### config.mk
export PLATFORM = sky130hd
export DESIGN_NAME = periodic_oneshot_timer_table_flat
export DESIGN_NICKNAME = d
export VERILOG_FILES = /design/src/hw/rtl/pott_pkg.sv /design/src/hw/rtl/pott_in_if.sv /design/src/hw/rtl/pott_out_if.sv /design/src/hw/rtl/pott_ram.sv /design/src/hw/rtl/pott_ctrl.sv /design/src/hw/rtl/pott_dp.sv /design/src/hw/rtl/periodic_oneshot_timer_table.sv /design/src/flat_wrapper.sv
export VERILOG_INCLUDE_DIRS = /design/src /design/src/hw/rtl
export SDC_FILE = /design/constraint.sdc
export NUM_CORES = 2
export LEC_CHECK = 0
export BUFFER_PORTS_ARGS = -buffer_cell sky130_fd_sc_hd__buf_2
export CAP_MARGIN = 20
export CORE_UTILIZATION = 65
export CTS_BUF_LIST = sky130_fd_sc_hd__clkbuf_4
export DETAILED_ROUTE_END_ITERATION = 7
export HOLD_SLACK_MARGIN = 0.03
export PLACE_DENSITY = 0.82
export RECOVER_POWER = 100
export REMOVE_ABC_BUFFERS = 1
export SYNTH_ARGS = -nofsm -noshare
export SYNTH_HDL_FRONTEND = slang
export SYNTH_SLANG_ARGS = --single-unit
export TNS_END_PERCENT = 50
### constraint.sdc
create_clock -name clk -period 19.4 [get_ports clk]
set_input_delay 3.88 -clock clk [delete_from_list [all_inputs] [get_ports clk]]
set_output_delay 3.88 -clock clk [all_outputs]
set_load 0.1 [all_outputs]
### src/hw/rtl/periodic_oneshot_timer_table_defines.svh
// ---------------------------------------------------------------------------
// periodic_oneshot_timer_table_defines.svh
// Assertion macros for the timer table. Define ASSERT_OFF to drop them.
// ---------------------------------------------------------------------------
`ifndef PERIODIC_ONESHOT_TIMER_TABLE_DEFINES_SVH
`define PERIODIC_ONESHOT_TIMER_TABLE_DEFINES_SVH
`ifndef ASSERT_OFF
// check gated off while reset is asserted
`define POTT_ASSERT(lbl, clk, rst_n, prop, msg) \
  lbl: assert property (@(posedge clk) disable iff (!rst_n) prop) else $error(msg);
// check that holds in and out of reset
`define POTT_ASSERT_ALWAYS(lbl, clk, prop, msg) \
  lbl: assert property (@(posedge clk) prop) else $error(msg);
`else
`define POTT_ASSERT(lbl, clk, rst_n, prop, msg)
`define POTT_ASSERT_ALWAYS(lbl, clk, prop, msg)
`endif
`endif

### src/hw/rtl/pott_pkg.sv
// ---------------------------------------------------------------------------
// pott_pkg
// Shared codes, types and defaults of the timer table.
// ---------------------------------------------------------------------------
`timescale 1ns / 1ps

package pott_pkg;

  localparam int SLOTS_DEF = 16;

  // operation codes
  localparam logic [2:0] OP_REG_PER = 3'd0;
  localparam logic [2:0] OP_REG_ONE = 3'd1;
  localparam logic [2:0] OP_CANCEL  = 3'd2;
  localparam logic [2:0] OP_TICK    = 3'd3;
  localparam logic [2:0] OP_CLEAR   = 3'd4;

  // result kinds
  localparam logic [2:0] KIND_REG    = 3'd0;
  localparam logic [2:0] KIND_CANCEL = 3'd1;
  localparam logic [2:0] KIND_FIRE   = 3'd2;
  localparam logic [2:0] KIND_SCAN   = 3'd3;
  localparam logic [2:0] KIND_CLEAR  = 3'd4;

  // what the output register loads
  typedef enum logic [2:0] {
    EMIT_NONE,
    EMIT_DONE,
    EMIT_REG,
    EMIT_CANCEL,
    EMIT_FIRE
  } emit_t;

  typedef struct packed {
    logic        periodic;
    logic [31:0] task_id;
    logic [31:0] period;
    logic [63:0] due;
  } slot_entry_t;

  localparam int ENTRY_W = $bits(slot_entry_t);

  typedef struct packed {
    logic  load;
    logic  clear_all;
    logic  do_reg;
    logic  idx_clr;
    logic  idx_inc;
    logic  rd_en;
    logic  set_cancel;
    logic  free_slot;
    logic  adv_due;
    emit_t emit;
  } ctrl_cmd_t;

  typedef struct packed {
    logic [2:0] op;
    logic       refuse_reg;
    logic       full;
    logic       cid_zero;
    logic       cur_valid;
    logic       cur_cancelled;
    logic       id_match;
    logic       due_hit;
    logic       rd_periodic;
    logic       idx_last;
    logic       out_free;
  } dp_stat_t;

endpackage

### src/hw/rtl/pott_in_if.sv
// ---------------------------------------------------------------------------
// pott_in_if
// Request channel into the timer table.
// ---------------------------------------------------------------------------
`timescale 1ns / 1ps

interface pott_in_if;
  logic        valid;
  logic        ready;
  logic [2:0]  op;
  logic [31:0] amount_us;
  logic [31:0] cancel_id;
  logic [63:0] now_us;

  modport source (output valid, op, amount_us, cancel_id, now_us, input ready);
  modport sink   (input valid, op, amount_us, cancel_id, now_us, output ready);
endinterface

### src/hw/rtl/pott_out_if.sv
// ---------------------------------------------------------------------------
// pott_out_if
// Result channel out of the timer table.
// ---------------------------------------------------------------------------
`timescale 1ns / 1ps

interface pott_out_if;
  logic        valid;
  logic        ready;
  logic [2:0]  kind;
  logic [31:0] result_id;
  logic        ok;
  logic        last;

  modport source (output valid, kind, result_id, ok, last, input ready);
  modport sink   (input valid, kind, result_id, ok, last, output ready);
endinterface

### src/hw/rtl/pott_ram.sv
// ---------------------------------------------------------------------------
// pott_ram
// Generic one-write one-read RAM, registered read data.
// ---------------------------------------------------------------------------
`timescale 1ns / 1ps

module pott_ram #(
  parameter int WIDTH = 8,
  parameter int DEPTH = 16,
  localparam int AW = (DEPTH > 1) ? $clog2(DEPTH) : 1
) (
  input  logic             clk,
  input  logic             we,
  input  logic [AW-1:0]    waddr,
  input  logic [WIDTH-1:0] wdata,
  input  logic             re,
  input  logic [AW-1:0]    raddr,
  output logic [WIDTH-1:0] rdata
);

  logic [WIDTH-1:0] mem_r [DEPTH];
  logic [WIDTH-1:0] rdata_r;

  always_ff @(posedge clk) begin
    if (we) begin
      mem_r[waddr] <= wdata;
    end
    if (re) begin
      rdata_r <= mem_r[raddr];
    end
  end

  assign rdata = rdata_r;

endmodule

### src/hw/rtl/pott_ctrl.sv
// ---------------------------------------------------------------------------
// pott_ctrl
// Sequencer: dispatches one request, walks the slots, issues commands.
// ---------------------------------------------------------------------------
`timescale 1ns / 1ps

module pott_ctrl (
  input  logic                clk,
  input  logic                rst_n,
  input  logic                in_valid,
  output logic                in_ready,
  input  pott_pkg::dp_stat_t  stat,
  output pott_pkg::ctrl_cmd_t cmd
);

  localparam logic [2:0] S_IDLE = 3'd0;
  localparam logic [2:0] S_DISP = 3'd1;
  localparam logic [2:0] S_C_RD = 3'd2;
  localparam logic [2:0] S_C_EV = 3'd3;
  localparam logic [2:0] S_T_RD = 3'd4;
  localparam logic [2:0] S_T_EV = 3'd5;
  localparam logic [2:0] S_FIN  = 3'd6;

  logic [2:0] state_r;
  logic [2:0] state_nxt;

  always_ff @(posedge clk) begin
    if (!rst_n) begin
      state_r <= S_IDLE;
    end else begin
      state_r <= state_nxt;
    end
  end

  assign in_ready = (state_r == S_IDLE);

  always_comb begin
    cmd       = '0;
    cmd.emit  = pott_pkg::EMIT_NONE;
    state_nxt = state_r;
    unique case (state_r)
      S_IDLE: begin
        if (in_valid) begin
          cmd.load  = 1'b1;
          state_nxt = S_DISP;
        end
      end
      S_DISP: begin
        unique case (stat.op)
          pott_pkg::OP_REG_PER, pott_pkg::OP_REG_ONE: begin
            if (stat.refuse_reg) begin
              state_nxt = S_FIN;
            end else if (stat.out_free) begin
              cmd.do_reg = 1'b1;
              cmd.emit   = pott_pkg::EMIT_REG;
              state_nxt  = S_IDLE;
            end
          end
          pott_pkg::OP_CANCEL: begin
            cmd.idx_clr = 1'b1;
            state_nxt   = stat.cid_zero ? S_FIN : S_C_RD;
          end
          pott_pkg::OP_TICK: begin
            cmd.idx_clr = 1'b1;
            state_nxt   = S_T_RD;
          end
          pott_pkg::OP_CLEAR: begin
            cmd.clear_all = 1'b1;
            state_nxt     = S_FIN;
          end
          default: state_nxt = S_IDLE;  // unused op: no result
        endcase
      end
      S_C_RD: begin
        if (stat.cur_valid && !stat.cur_cancelled) begin
          cmd.rd_en = 1'b1;
          state_nxt = S_C_EV;
        end else if (stat.idx_last) begin
          state_nxt = S_FIN;
        end else begin
          cmd.idx_inc = 1'b1;
        end
      end
      S_C_EV: begin
        if (stat.id_match) begin
          if (stat.out_free) begin
            cmd.set_cancel = 1'b1;
            cmd.emit       = pott_pkg::EMIT_CANCEL;
            state_nxt      = S_IDLE;
          end
        end else if (stat.idx_last) begin
          state_nxt = S_FIN;
        end else begin
          cmd.idx_inc = 1'b1;
          state_nxt   = S_C_RD;
        end
      end
      S_T_RD: begin
        if (stat.cur_valid && !stat.cur_cancelled) begin
          cmd.rd_en = 1'b1;
          state_nxt = S_T_EV;
        end else begin
          cmd.free_slot = stat.cur_valid;  // cancelled slot is dropped
          if (stat.idx_last) begin
            state_nxt = S_FIN;
          end else begin
            cmd.idx_inc = 1'b1;
          end
        end
      end
      S_T_EV: begin
        if (!stat.due_hit || stat.out_free) begin
          if (stat.due_hit) begin
            cmd.emit      = pott_pkg::EMIT_FIRE;
            cmd.adv_due   = stat.rd_periodic;
            cmd.free_slot = !stat.rd_periodic;
          end
          if (stat.idx_last) begin
            state_nxt = S_FIN;
          end else begin
            cmd.idx_inc = 1'b1;
            state_nxt   = S_T_RD;
          end
        end
      end
      S_FIN: begin
        if (stat.out_free) begin
          cmd.emit  = pott_pkg::EMIT_DONE;
          state_nxt = S_IDLE;
        end
      end
      default: state_nxt = S_IDLE;
    endcase
  end

endmodule

### src/hw/rtl/pott_dp.sv
// ---------------------------------------------------------------------------
// pott_dp
// Datapath: request latch, slot flags, slot store, id counter, result reg.
// ---------------------------------------------------------------------------
`timescale 1ns / 1ps

module pott_dp #(
  parameter int SLOTS = pott_pkg::SLOTS_DEF,
  localparam int IW = (SLOTS > 1) ? $clog2(SLOTS) : 1
) (
  input  logic                clk,
  input  logic                rst_n,
  input  pott_pkg::ctrl_cmd_t cmd,
  output pott_pkg::dp_stat_t  stat,
  input  logic [2:0]          in_op,
  input  logic [31:0]         in_amount_us,
  input  logic [31:0]         in_cancel_id,
  input  logic [63:0]         in_now_us,
  input  logic                out_ready,
  output logic                out_valid,
  output logic [2:0]          out_kind,
  output logic [31:0]         out_result_id,
  output logic                out_ok,
  output logic                out_last
);

  logic [2:0]  op_r;
  logic [31:0] amount_r;
  logic [31:0] cid_r;
  logic [63:0] now_r;

  logic [SLOTS-1:0] valid_r, valid_nxt;
  logic [SLOTS-1:0] canc_r, canc_nxt;
  logic [31:0]      next_id_r, next_id_nxt;
  logic [IW-1:0]    idx_r, idx_nxt;
  logic [IW-1:0]    free_idx;

  logic        out_valid_r;
  logic [2:0]  out_kind_r;
  logic [31:0] out_id_r;
  logic        out_ok_r;
  logic        out_last_r;

  pott_pkg::slot_entry_t rd_entry, new_entry, adv_entry, wr_entry;
  logic [pott_pkg::ENTRY_W-1:0] rd_word;
  logic [IW-1:0]                waddr;
  logic                         we;
  logic                         out_free;

  // lowest free slot
  always_comb begin
    free_idx = '0;
    for (int i = SLOTS - 1; i >= 0; i--) begin
      if (!valid_r[i]) begin
        free_idx = IW'(i);
      end
    end
  end

  assign rd_entry = pott_pkg::slot_entry_t'(rd_word);

  always_comb begin
    new_entry.periodic = (op_r == pott_pkg::OP_REG_PER);
    new_entry.task_id  = next_id_r;
    new_entry.period   = new_entry.periodic ? amount_r : 32'd0;
    new_entry.due      = now_r + {32'd0, amount_r};
    adv_entry          = rd_entry;
    adv_entry.due      = rd_entry.due + {32'd0, rd_entry.period};
  end

  assign we       = cmd.do_reg | cmd.adv_due;
  assign waddr    = cmd.do_reg ? free_idx : idx_r;
  assign wr_entry = cmd.do_reg ? new_entry : adv_entry;

  pott_ram #(
    .WIDTH (pott_pkg::ENTRY_W),
    .DEPTH (SLOTS)
  ) u_store (
    .clk   (clk),
    .we    (we),
    .waddr (waddr),
    .wdata (wr_entry),
    .re    (cmd.rd_en),
    .raddr (idx_r),
    .rdata (rd_word)
  );

  assign out_free = !out_valid_r || out_ready;

  always_comb begin
    stat.op            = op_r;
    stat.full          = &valid_r;
    stat.refuse_reg    = ((op_r == pott_pkg::OP_REG_PER) && (amount_r == 32'd0)) || (&valid_r);
    stat.cid_zero      = (cid_r == 32'd0);
    stat.cur_valid     = valid_r[idx_r];
    stat.cur_cancelled = canc_r[idx_r];
    stat.id_match      = (rd_entry.task_id == cid_r);
    stat.due_hit       = (now_r >= rd_entry.due);
    stat.rd_periodic   = rd_entry.periodic;
    stat.idx_last      = (idx_r == IW'(SLOTS - 1));
    stat.out_free      = out_free;
  end

  // flags, id counter, slot index
  always_comb begin
    valid_nxt   = valid_r;
    canc_nxt    = canc_r;
    next_id_nxt = next_id_r;
    idx_nxt     = idx_r;
    if (cmd.clear_all) begin
      valid_nxt = '0;
      canc_nxt  = '0;
    end
    if (cmd.do_reg) begin
      valid_nxt[free_idx] = 1'b1;
      canc_nxt[free_idx]  = 1'b0;
      next_id_nxt         = next_id_r + 32'd1;
      if (next_id_nxt == 32'd0) begin
        next_id_nxt = 32'd1;  // ids skip zero on wrap
      end
    end
    if (cmd.set_cancel) begin
      canc_nxt[idx_r] = 1'b1;
    end
    if (cmd.free_slot) begin
      valid_nxt[idx_r] = 1'b0;
      canc_nxt[idx_r]  = 1'b0;
    end
    if (cmd.idx_clr) begin
      idx_nxt = '0;
    end else if (cmd.idx_inc) begin
      idx_nxt = idx_r + IW'(1);
    end
  end

  always_ff @(posedge clk) begin
    if (!rst_n) begin
      valid_r   <= '0;
      canc_r    <= '0;
      next_id_r <= 32'd1;
      idx_r     <= '0;
    end else begin
      valid_r   <= valid_nxt;
      canc_r    <= canc_nxt;
      next_id_r <= next_id_nxt;
      idx_r     <= idx_nxt;
    end
  end

  always_ff @(posedge clk) begin
    if (cmd.load) begin
      op_r     <= in_op;
      amount_r <= in_amount_us;
      cid_r    <= in_cancel_id;
      now_r    <= in_now_us;
    end
  end

  // result register
  always_ff @(posedge clk) begin
    if (!rst_n) begin
      out_valid_r <= 1'b0;
    end else if (cmd.emit != pott_pkg::EMIT_NONE) begin
      out_valid_r <= 1'b1;
    end else if (out_ready) begin
      out_valid_r <= 1'b0;
    end
  end

  always_ff @(posedge clk) begin
    unique case (cmd.emit)
      pott_pkg::EMIT_NONE: begin
      end
      pott_pkg::EMIT_DONE: begin
        unique case (op_r)
          pott_pkg::OP_REG_PER, pott_pkg::OP_REG_ONE: out_kind_r <= pott_pkg::KIND_REG;
          pott_pkg::OP_CANCEL: out_kind_r <= pott_pkg::KIND_CANCEL;
          pott_pkg::OP_TICK:   out_kind_r <= pott_pkg::KIND_SCAN;
          default:             out_kind_r <= pott_pkg::KIND_CLEAR;
        endcase
        out_id_r   <= 32'd0;
        out_ok_r   <= 1'b0;
        out_last_r <= 1'b1;
      end
      pott_pkg::EMIT_REG: begin
        out_kind_r <= pott_pkg::KIND_REG;
        out_id_r   <= next_id_r;
        out_ok_r   <= 1'b1;
        out_last_r <= 1'b1;
      end
      pott_pkg::EMIT_CANCEL: begin
        out_kind_r <= pott_pkg::KIND_CANCEL;
        out_id_r   <= cid_r;
        out_ok_r   <= 1'b1;
        out_last_r <= 1'b1;
      end
      pott_pkg::EMIT_FIRE: begin
        out_kind_r <= pott_pkg::KIND_FIRE;
        out_id_r   <= rd_entry.task_id;
        out_ok_r   <= 1'b0;
        out_last_r <= 1'b0;
      end
      default: begin
      end
    endcase
  end

  assign out_valid     = out_valid_r;
  assign out_kind      = out_kind_r;
  assign out_result_id = out_id_r;
  assign out_ok        = out_ok_r;
  assign out_last      = out_last_r;

endmodule

### src/hw/rtl/periodic_oneshot_timer_table.sv
// Flow: a registration is written to a free slot and its result loaded after dispatch (a
// refused one gives a done result); a cancel reads each live slot and then checks its id, with
// a done result when nothing matches; a tick reads and then evaluates each live slot, drops
// cancelled ones, and ends in a scan-done result. One request at a time: the next is taken only
// once this one is through, including the read-then-evaluate walk of the slot store.
// Reset (synchronous, rst_n low): sequencer idle, table empty, next id 1, result register
// empty; the slot store itself is not cleared, so the block is ready right after reset.
// ---------------------------------------------------------------------------
// periodic_oneshot_timer_table
// Table of periodic and one-shot timer slots with register, cancel, tick
// scan and clear requests.
// ---------------------------------------------------------------------------
`timescale 1ns / 1ps
`include "periodic_oneshot_timer_table_defines.svh"

module periodic_oneshot_timer_table #(
  parameter int SLOTS = pott_pkg::SLOTS_DEF
) (
  input logic         clk,
  input logic         rst_n,
  pott_in_if.sink     in_ch,
  pott_out_if.source  out_ch
);

  // Controller and datapath talk only through these two bundles.
  pott_pkg::ctrl_cmd_t cmd;
  pott_pkg::dp_stat_t  stat;

  // The controller owns the request handshake: a request is taken only when
  // the previous one has issued all its results into the result register.
  pott_ctrl u_ctrl (
    .clk      (clk),
    .rst_n    (rst_n),
    .in_valid (in_ch.valid),
    .in_ready (in_ch.ready),
    .stat     (stat),
    .cmd      (cmd)
  );

  // The datapath holds the slot flags in flops (cleared by reset and by
  // clear), the slot payload in a RAM, and the result register that decouples
  // the result side: a new request can be taken while a result still waits.
  pott_dp #(
    .SLOTS (SLOTS)
  ) u_dp (
    .clk           (clk),
    .rst_n         (rst_n),
    .cmd           (cmd),
    .stat          (stat),
    .in_op         (in_ch.op),
    .in_amount_us  (in_ch.amount_us),
    .in_cancel_id  (in_ch.cancel_id),
    .in_now_us     (in_ch.now_us),
    .out_ready     (out_ch.ready),
    .out_valid     (out_ch.valid),
    .out_kind      (out_ch.kind),
    .out_result_id (out_ch.result_id),
    .out_ok        (out_ch.ok),
    .out_last      (out_ch.last)
  );

  // A result may only be loaded when the result register is free.
  `POTT_ASSERT(a_emit_free, clk, rst_n, cmd.emit != pott_pkg::EMIT_NONE |-> stat.out_free, "result loaded into busy register")
  // A new slot is never claimed in a full table.
  `POTT_ASSERT(a_reg_not_full, clk, rst_n, cmd.do_reg |-> !stat.full, "registration into full table")
  // Once a request is taken, the next one waits.
  `POTT_ASSERT(a_one_at_a_time, clk, rst_n, in_ch.valid && in_ch.ready |=> !in_ch.ready, "second request taken while busy")

endmodule
### src/flat_wrapper.sv
// flat-port wrapper written by rule: the top's interface ports become plain ports
module periodic_oneshot_timer_table_flat 
#(
  parameter int SLOTS = pott_pkg::SLOTS_DEF
)
  (clk, rst_n, in_ch_valid, in_ch_op, in_ch_amount_us, in_ch_cancel_id, in_ch_now_us, in_ch_ready, out_ch_valid, out_ch_kind, out_ch_result_id, out_ch_ok, out_ch_last, out_ch_ready);
  pott_in_if in_ch_i ();
  pott_out_if out_ch_i ();
  input logic clk;
  input logic rst_n;
  input wire logic [$bits(in_ch_i.valid)-1:0] in_ch_valid;
  input wire logic [$bits(in_ch_i.op)-1:0] in_ch_op;
  input wire logic [$bits(in_ch_i.amount_us)-1:0] in_ch_amount_us;
  input wire logic [$bits(in_ch_i.cancel_id)-1:0] in_ch_cancel_id;
  input wire logic [$bits(in_ch_i.now_us)-1:0] in_ch_now_us;
  output wire logic [$bits(in_ch_i.ready)-1:0] in_ch_ready;
  output wire logic [$bits(out_ch_i.valid)-1:0] out_ch_valid;
  output wire logic [$bits(out_ch_i.kind)-1:0] out_ch_kind;
  output wire logic [$bits(out_ch_i.result_id)-1:0] out_ch_result_id;
  output wire logic [$bits(out_ch_i.ok)-1:0] out_ch_ok;
  output wire logic [$bits(out_ch_i.last)-1:0] out_ch_last;
  input wire logic [$bits(out_ch_i.ready)-1:0] out_ch_ready;
  assign in_ch_i.valid = in_ch_valid;
  assign in_ch_i.op = in_ch_op;
  assign in_ch_i.amount_us = in_ch_amount_us;
  assign in_ch_i.cancel_id = in_ch_cancel_id;
  assign in_ch_i.now_us = in_ch_now_us;
  assign in_ch_ready = in_ch_i.ready;
  assign out_ch_valid = out_ch_i.valid;
  assign out_ch_kind = out_ch_i.kind;
  assign out_ch_result_id = out_ch_i.result_id;
  assign out_ch_ok = out_ch_i.ok;
  assign out_ch_last = out_ch_i.last;
  assign out_ch_i.ready = out_ch_ready;
  periodic_oneshot_timer_table #(.SLOTS(SLOTS)) u_core (.clk(clk), .rst_n(rst_n), .in_ch(in_ch_i), .out_ch(out_ch_i));
endmodule
* Word-level counts from Yosys, hierarchy flattened
Memory sizes are Yosys's and may differ from the RTL's. A register that Yosys moved wholly into a read port is not among the register bits.
Index checks and enable logic that the tools add are counted.
** Storage, ports and cells
- Register bits after elaboration :: 240
- RAM bits :: 2064
- Input port bits :: 135
- Output and inout port bits :: 39
- Word-level logic and storage cells :: 167
- Memories :: 1
** Operators by class
- Add/subtract/negate cells :: 4
- Order comparisons :: 5
- Equal/unequal tests :: 18
- Multiplexer cells :: 86
- Bitwise logic cells :: 9
- Reduce and logical (&&, ||, !) cells :: 30
** Memory list
- u_core.u_dp.u_store.mem_r :: depth 16, bits a word 129, rd ports 1, clocked after Yosys merged registers in 1, wr ports 1, line pott_ram.sv:21 : logic [WIDTH-1:0] mem_r [DEPTH];
** Operators with widths (number)
- 129-bit two-way mux :: 1
- 64-bit by 32-bit adder with 64-bit output :: 2
- 32-bit one-hot mux with 4 select lines :: 1
- 16-bit two-way mux :: 7
- 32-bit logical NOT :: 3
- 4-bit two-way mux :: 17
- 64-bit greater-or-equal comparator :: 1
- 32-bit two-way mux :: 2
- 16-bit AND :: 3
- 3-bit one-hot mux with 4 select lines :: 3
- 3-bit two-way mux :: 11
- 32-bit by 1-bit adder with 32-bit output, second input constant :: 1
- 32-bit equality test :: 1
- 16-bit NOT :: 2
- 16-bit bitwise OR :: 2
- 1-bit two-way mux :: 26
- 3-bit one-hot mux with 7 select lines :: 1
- 3-bit by 2-bit equality test with 1-bit output, second input constant :: 6
- 16-bit AND reduction :: 1
- 3-bit equality test, second input constant :: 5
- 2-bit two-way mux :: 6
- 2-bit OR reduction :: 6
- 4-bit by 5-bit less-than comparator with 1-bit output, second input constant :: 2
- 5-bit two-way mux :: 2
- 21 further kinds :: 40

* Depth between registers and ports, before layout
- Depth after elaboration :: 27
- Mapped depth :: 13
- Depth with buffers taken out :: 12

* Modules after synthesis
From an unflattened synthesis, not the netlist that was laid out.
** Second synthesis, totals
- Cell total of the unflattened synthesis :: 5386
- Area, all modules :: 99648.1 µm²
** By module, submodules not included
- pott_ram :: instances 1, cells each 3368, area an instance 81363.0 µm², seq. area each 65853.2 µm²
- pott_dp :: instances 1, cells each 1954, area an instance 17829.6 µm², seq. area each 6426.2 µm²
- pott_ctrl :: instances 1, cells each 64, area an instance 455.4 µm², seq. area each 60.1 µm²

* Worst setup path before layout
No wires, ideal clock.
- Path type :: input port to flip-flop
- Start point :: in out_ch_ready
- End point :: mem u_core.u_dp.u_store.mem_r[8][0] (netlist name) (enable)
- Setup time :: 0.802 ns
- Arrival :: 14.351 ns
- Required time :: 18.598 ns
- Path slack :: 4.247 ns
- Cell stages on the path :: 9
- Path through :: nor2b_1 nor2_1 nand4_1 buf_2 buf_2 nor2_1 a21oi_1 buf_2 nor3b_1
** On the way
- Cells in the longest elaborated chain, start to end :: 8
** Ends and longest elaborated chain
- start, declared :: line flat_wrapper.sv:22 : input wire logic [$bits(out_ch_i.ready)-1:0] out_ch_ready;
- 1-bit logical OR (*) :: line pott_dp.sv:88 : assign out_free = !out_valid_r || out_ready;
- 1-bit two-way mux :: line pott_ctrl.sv:53 : end else if (stat.out_free) begin
- 1-bit two-way mux :: line pott_ctrl.sv:51 : if (stat.refuse_reg) begin
- 1-bit two-way mux :: line pott_ctrl.sv:49 : unique case (stat.op)
- 3-bit two-way mux :: line pott_ctrl.sv:41 : unique case (state_r)
- 1-bit bitwise OR :: line pott_dp.sv:71 : assign we = cmd.do_reg | cmd.adv_due;
- 1-bit two-way mux :: line pott_ram.sv:25 : if (we) begin
- 1-bit two-way mux (not written as such) :: line pott_ram.sv:26 : mem_r[waddr] <= wdata;
- end, declared :: line pott_ram.sv:21
Mark *: on every way between the ends. The rest lies on a longest branch, timed or not.

* Worst setup path in the final report
- Start point :: in out_ch_ready
- End point :: mem u_core.u_dp.u_store.mem_r[7][57] (netlist name) (enable)
Same word-level chain as after synthesis.

==> out/qor.yml <==
grt_antenna_before_repair: 9
fin_crit_ps: 13080
dr_total_vias: 55500
numClockSinks: 2433
cp_max_fo: 94
status: "complete, but fails checks"
drv_cap: 55
r2r_start: "u_core.u_dp.idx_r[0]"
violations: "max-capacitance violations, max-slew violations"
crit_path_end_kind: "flop"
grt_pass1_vias: 56200
fin_hold_ws_ps: 515
clock_latency_ps: 1420
h-tree-depth: 6
drtIter0Drc: 7148
yosysSeqAreaShare_pct: 72.9
stdcell_area_um2: 110000
wl_mm: 242
avgSynthCellArea_um2: 19.2
hold_viol: 0
dieArea_um2: 154000
synth.distinct_cells: 80
cts_buffer_depth: 4
synthToLayoutAreaGrowth_pct: 10.5
die_x_um: 393
worstPathCellList: "clkbuf_1 > nor2b_1 > clkbuf_1 > nor2_1 > nand4_1 > clkbuf_1 > nor3_1 > a21oi_1 > nand2_1 > nor3_1 > clkbuf_1"
nets: 6146
synth-edff-count: 2361
yosysTopAreaCellShare_pct: 71.5
drtAntennaViolNets: 0
hold_path_startpoint: "u_core.u_dp.canc_r[3]"
tightest_slew_ps: 8750
placed_area_um2: 103000
synth_cells: 5171
layout-drive-gt1-share_pct: 27.5
critPathTopFamily: "buffers and inverters"
viasPerCell: 6.70
grt_pass1_wl_mm: 354
cpPeakStageDelay_ps: 6090
timing.final.crit_share_pct: 67.4
cp.arrival_ps: 13690
layout.core_utilization_pct: 72.8
synth_seq_cells: 2433
worstReg2RegEnd: "u_core.u_dp.u_store.rdata[89]"
ios: 174
route.detailed.drc: 0
clock_skew_ps: 161
yosysTopAreaCell: "edfxtp_1"
ctsResizeCount: 0
grt_max_degree: 141
portBuffers: 173
dpl.hpwl_mm: 138
rsz0062_at_grt: "false"
cts_tree: "built"
min_path_type: "reg2reg"
core-area_um2: 151000
cts_made_buffers: 606
slew_viol_final: 2068
die_y_um: 393
r2r_setup_slack_ps: 7410
cp-start-kind: "primary input"
critPathKind: "in2reg"
synth_ff_type: "edfxtp_1"
grt_usage_pct: 31.8
cts.reportedPaths.clkPinSlew_ps: 60
power.density_nw_per_um2: 96.7
maxSlewHeadroom_pct: -483
clock.fmax_ghz: 0.0765
cts_hold_buf: 0
peakVddDrop_mv: 0.0887
globalplace.congestion: 0.946
cpMostUsedCell: "clkbuf_1"
synth_area_leaders: "edfxtp_1 (71%), mux4_2 (15%), ha_1 (1.7%), dfxtp_1 (1.5%), nand2_1 (1.4%)"
start_util_pct: 65.8
clockRootBuffer: "clkbuf_4"
worst-path-buf-inv: 4
worstPathRequired_ps: 20020
hold-path-endpoint: "u_core.u_dp.canc_r[3]"
finalPower_uw: 10600
leakage_uw: 0.0353
reg2regPathDepth: 7
post_cts_buffers: 0
grt-ovfl-total: 0
slowest_stage: "clkbuf_1"
hold_depth: 2
wl_per_cell_um: 29.2
syn_area_um2: 99200
setup_viol: 0
yosys_warnings: 0
tns_ps: 0
placement_rows: 142
synthArstFlopShare_pct: 0
dr.pass1.iters: 6
[logic make-up after synthesis]
| kind of cell | after synthesis | share of synthesized area [%] |
|---|---|---|
| AOI/OAI and AO/OA | 469 | 2.97 |
| and+or+nand+nor | 921 | 4.28 |
| buffers and inverters | 344 | 1.36 |
| adders and majority gates | 135 | 1.72 |
| DFF | 2433 | 72.9 |
| xor gates and xnor gates | 187 | 1.65 |
| muxes | 682 | 15.1 |
[cells in the mapped netlist, types with 7 or more instances]
master,number
a21o_1,29
o21ai_1,7
nand4_1,46
dfxtp_1,72
nor4_1,27
and4_1,9
nand2_1,383
xor2_1,68
buf_1,58
and3_1,48
mux4_2,651
xnor2_1,119
a21oi_1,139
clkbuf_1,157
mux2i_1,30
a211oi_1,17
nand2b_1,18
o211ai_1,21
ha_1,133
a31oi_1,26
and2_1,11
buf_2,28
nor3_1,66
o21ai_0,125
edfxtp_1,2361
o21bai_1,9
nand3_1,114
nor2b_1,13
inv_1,96
nor2_1,155
o31ai_1,10
o2111ai_1,8
or3_1,14
o21a_1,8
[through the flow]
step,setup slack [ps],cells
floorplan,-16380,4924
global placement,10530,7212
detailed placement,10500,7254
CTS,11860,8236
global route,5900,8276
finish,6320,8280
[per-layer routing]
metal	wire [um]	global-route usage, %
met1	87900	43.7
met2	117000	49.9
met3	28100	7.33
met4	8420	13.3
met5	69	0
[power breakdown]
| part | switching (uW) | internal, uW | leakage (uW) | total [uW] |
|---|---|---|---|---|
| Sequential | 56.9 | 5820 | 0.0219 | 5870 |
| Clock | 1960 | 2110 | 0.00427 | 4070 |
| Combinational | 385 | 276 | 0.00917 | 661 |
| Total | 2400 | 8200 | 0.0353 | 10600 |
[area by class of cell]
cell class                      instances  area [um^2]
Antenna cell                           14         35.0
Clock buffer                          840         6310
Clock inverter                        142          813
Fill cell                            8736        41100
Inverter                               97          372
Multi-Input combinational cell       2394        25500
Sequential cell                      2433        72300
Tap cell                             2016         2520
Timing Repair Buffer                  344         1690
[flip-flops by register name, summed over array words and instances, names as in the netlist]
register and count:
u_core.u_dp.amount_r 32, u_core.u_dp.u_store.rdata 129, u_core.u_dp.out_ok 1, u_core.u_dp.next_id_r 32
u_core.u_dp.idx_r 4, u_core.u_dp.canc_r 16, u_core.u_dp.out_kind 3, u_core.u_dp.now_r 64
u_core.u_dp.u_store.mem_r 2064, u_core.u_dp.op_r 3, u_core.u_dp.out_last 1, u_core.u_dp.valid_r 16
u_core.u_dp.out_result_id 32, u_core.u_ctrl.state_r 3, u_core.u_dp.cid_r 32, u_core.u_dp.out_valid 1
[worst max path at each step]
stage	from	end	slack, ps	cells past startpoint
after floorplan	u_core.u_dp.idx_r[0]	u_core.u_dp.u_store.mem_r[7][0]	-16380	2
after global placement	out_ch_ready	u_core.u_dp.u_store.mem_r[12][40]	10530	14
after detailed placement	out_ch_ready	u_core.u_dp.u_store.mem_r[12][40]	10500	14
after CTS	out_ch_ready	u_core.u_dp.u_store.mem_r[12][60]	11860	14
after global routing	u_core.u_dp.idx_r[0]	u_core.u_dp.u_store.rdata[26]	5900	7
final	out_ch_ready	u_core.u_dp.u_store.mem_r[7][57]	6320	11
[layout by cell type, fill, tap and decap left out, types with 10 or more instances in the layout]
cell type	n
a211oi_1	18
a21o_1	29
a21oi_1	138
a31oi_1	26
and3_1	48
buf_2	117
buf_4	37
clkbuf_1	182
clkbuf_4	840
clkinv_1	98
clkinv_2	15
dfxtp_1	70
diode_2	14
edfxtp_1	2361
ha_1	133
inv_1	96
inv_2	14
mux2i_1	30
mux4_2	651
nand2_1	383
nand2b_1	18
nand3_1	114
nand4_1	46
nor2_1	154
nor2b_1	13
nor3_1	65
nor4_1	26
o211ai_1	21
o21ai_0	130
o31ai_1	10
or3_1	14
xnor2_1	119
xor2_1	68
[tightest hold or removal path, stage by stage (launching register included)]
cell      delay, ps
dfxtp_1         310
o211ai_1         90
a211oi_1         70
Note: power is estimated with default switching activity, not from simulation.
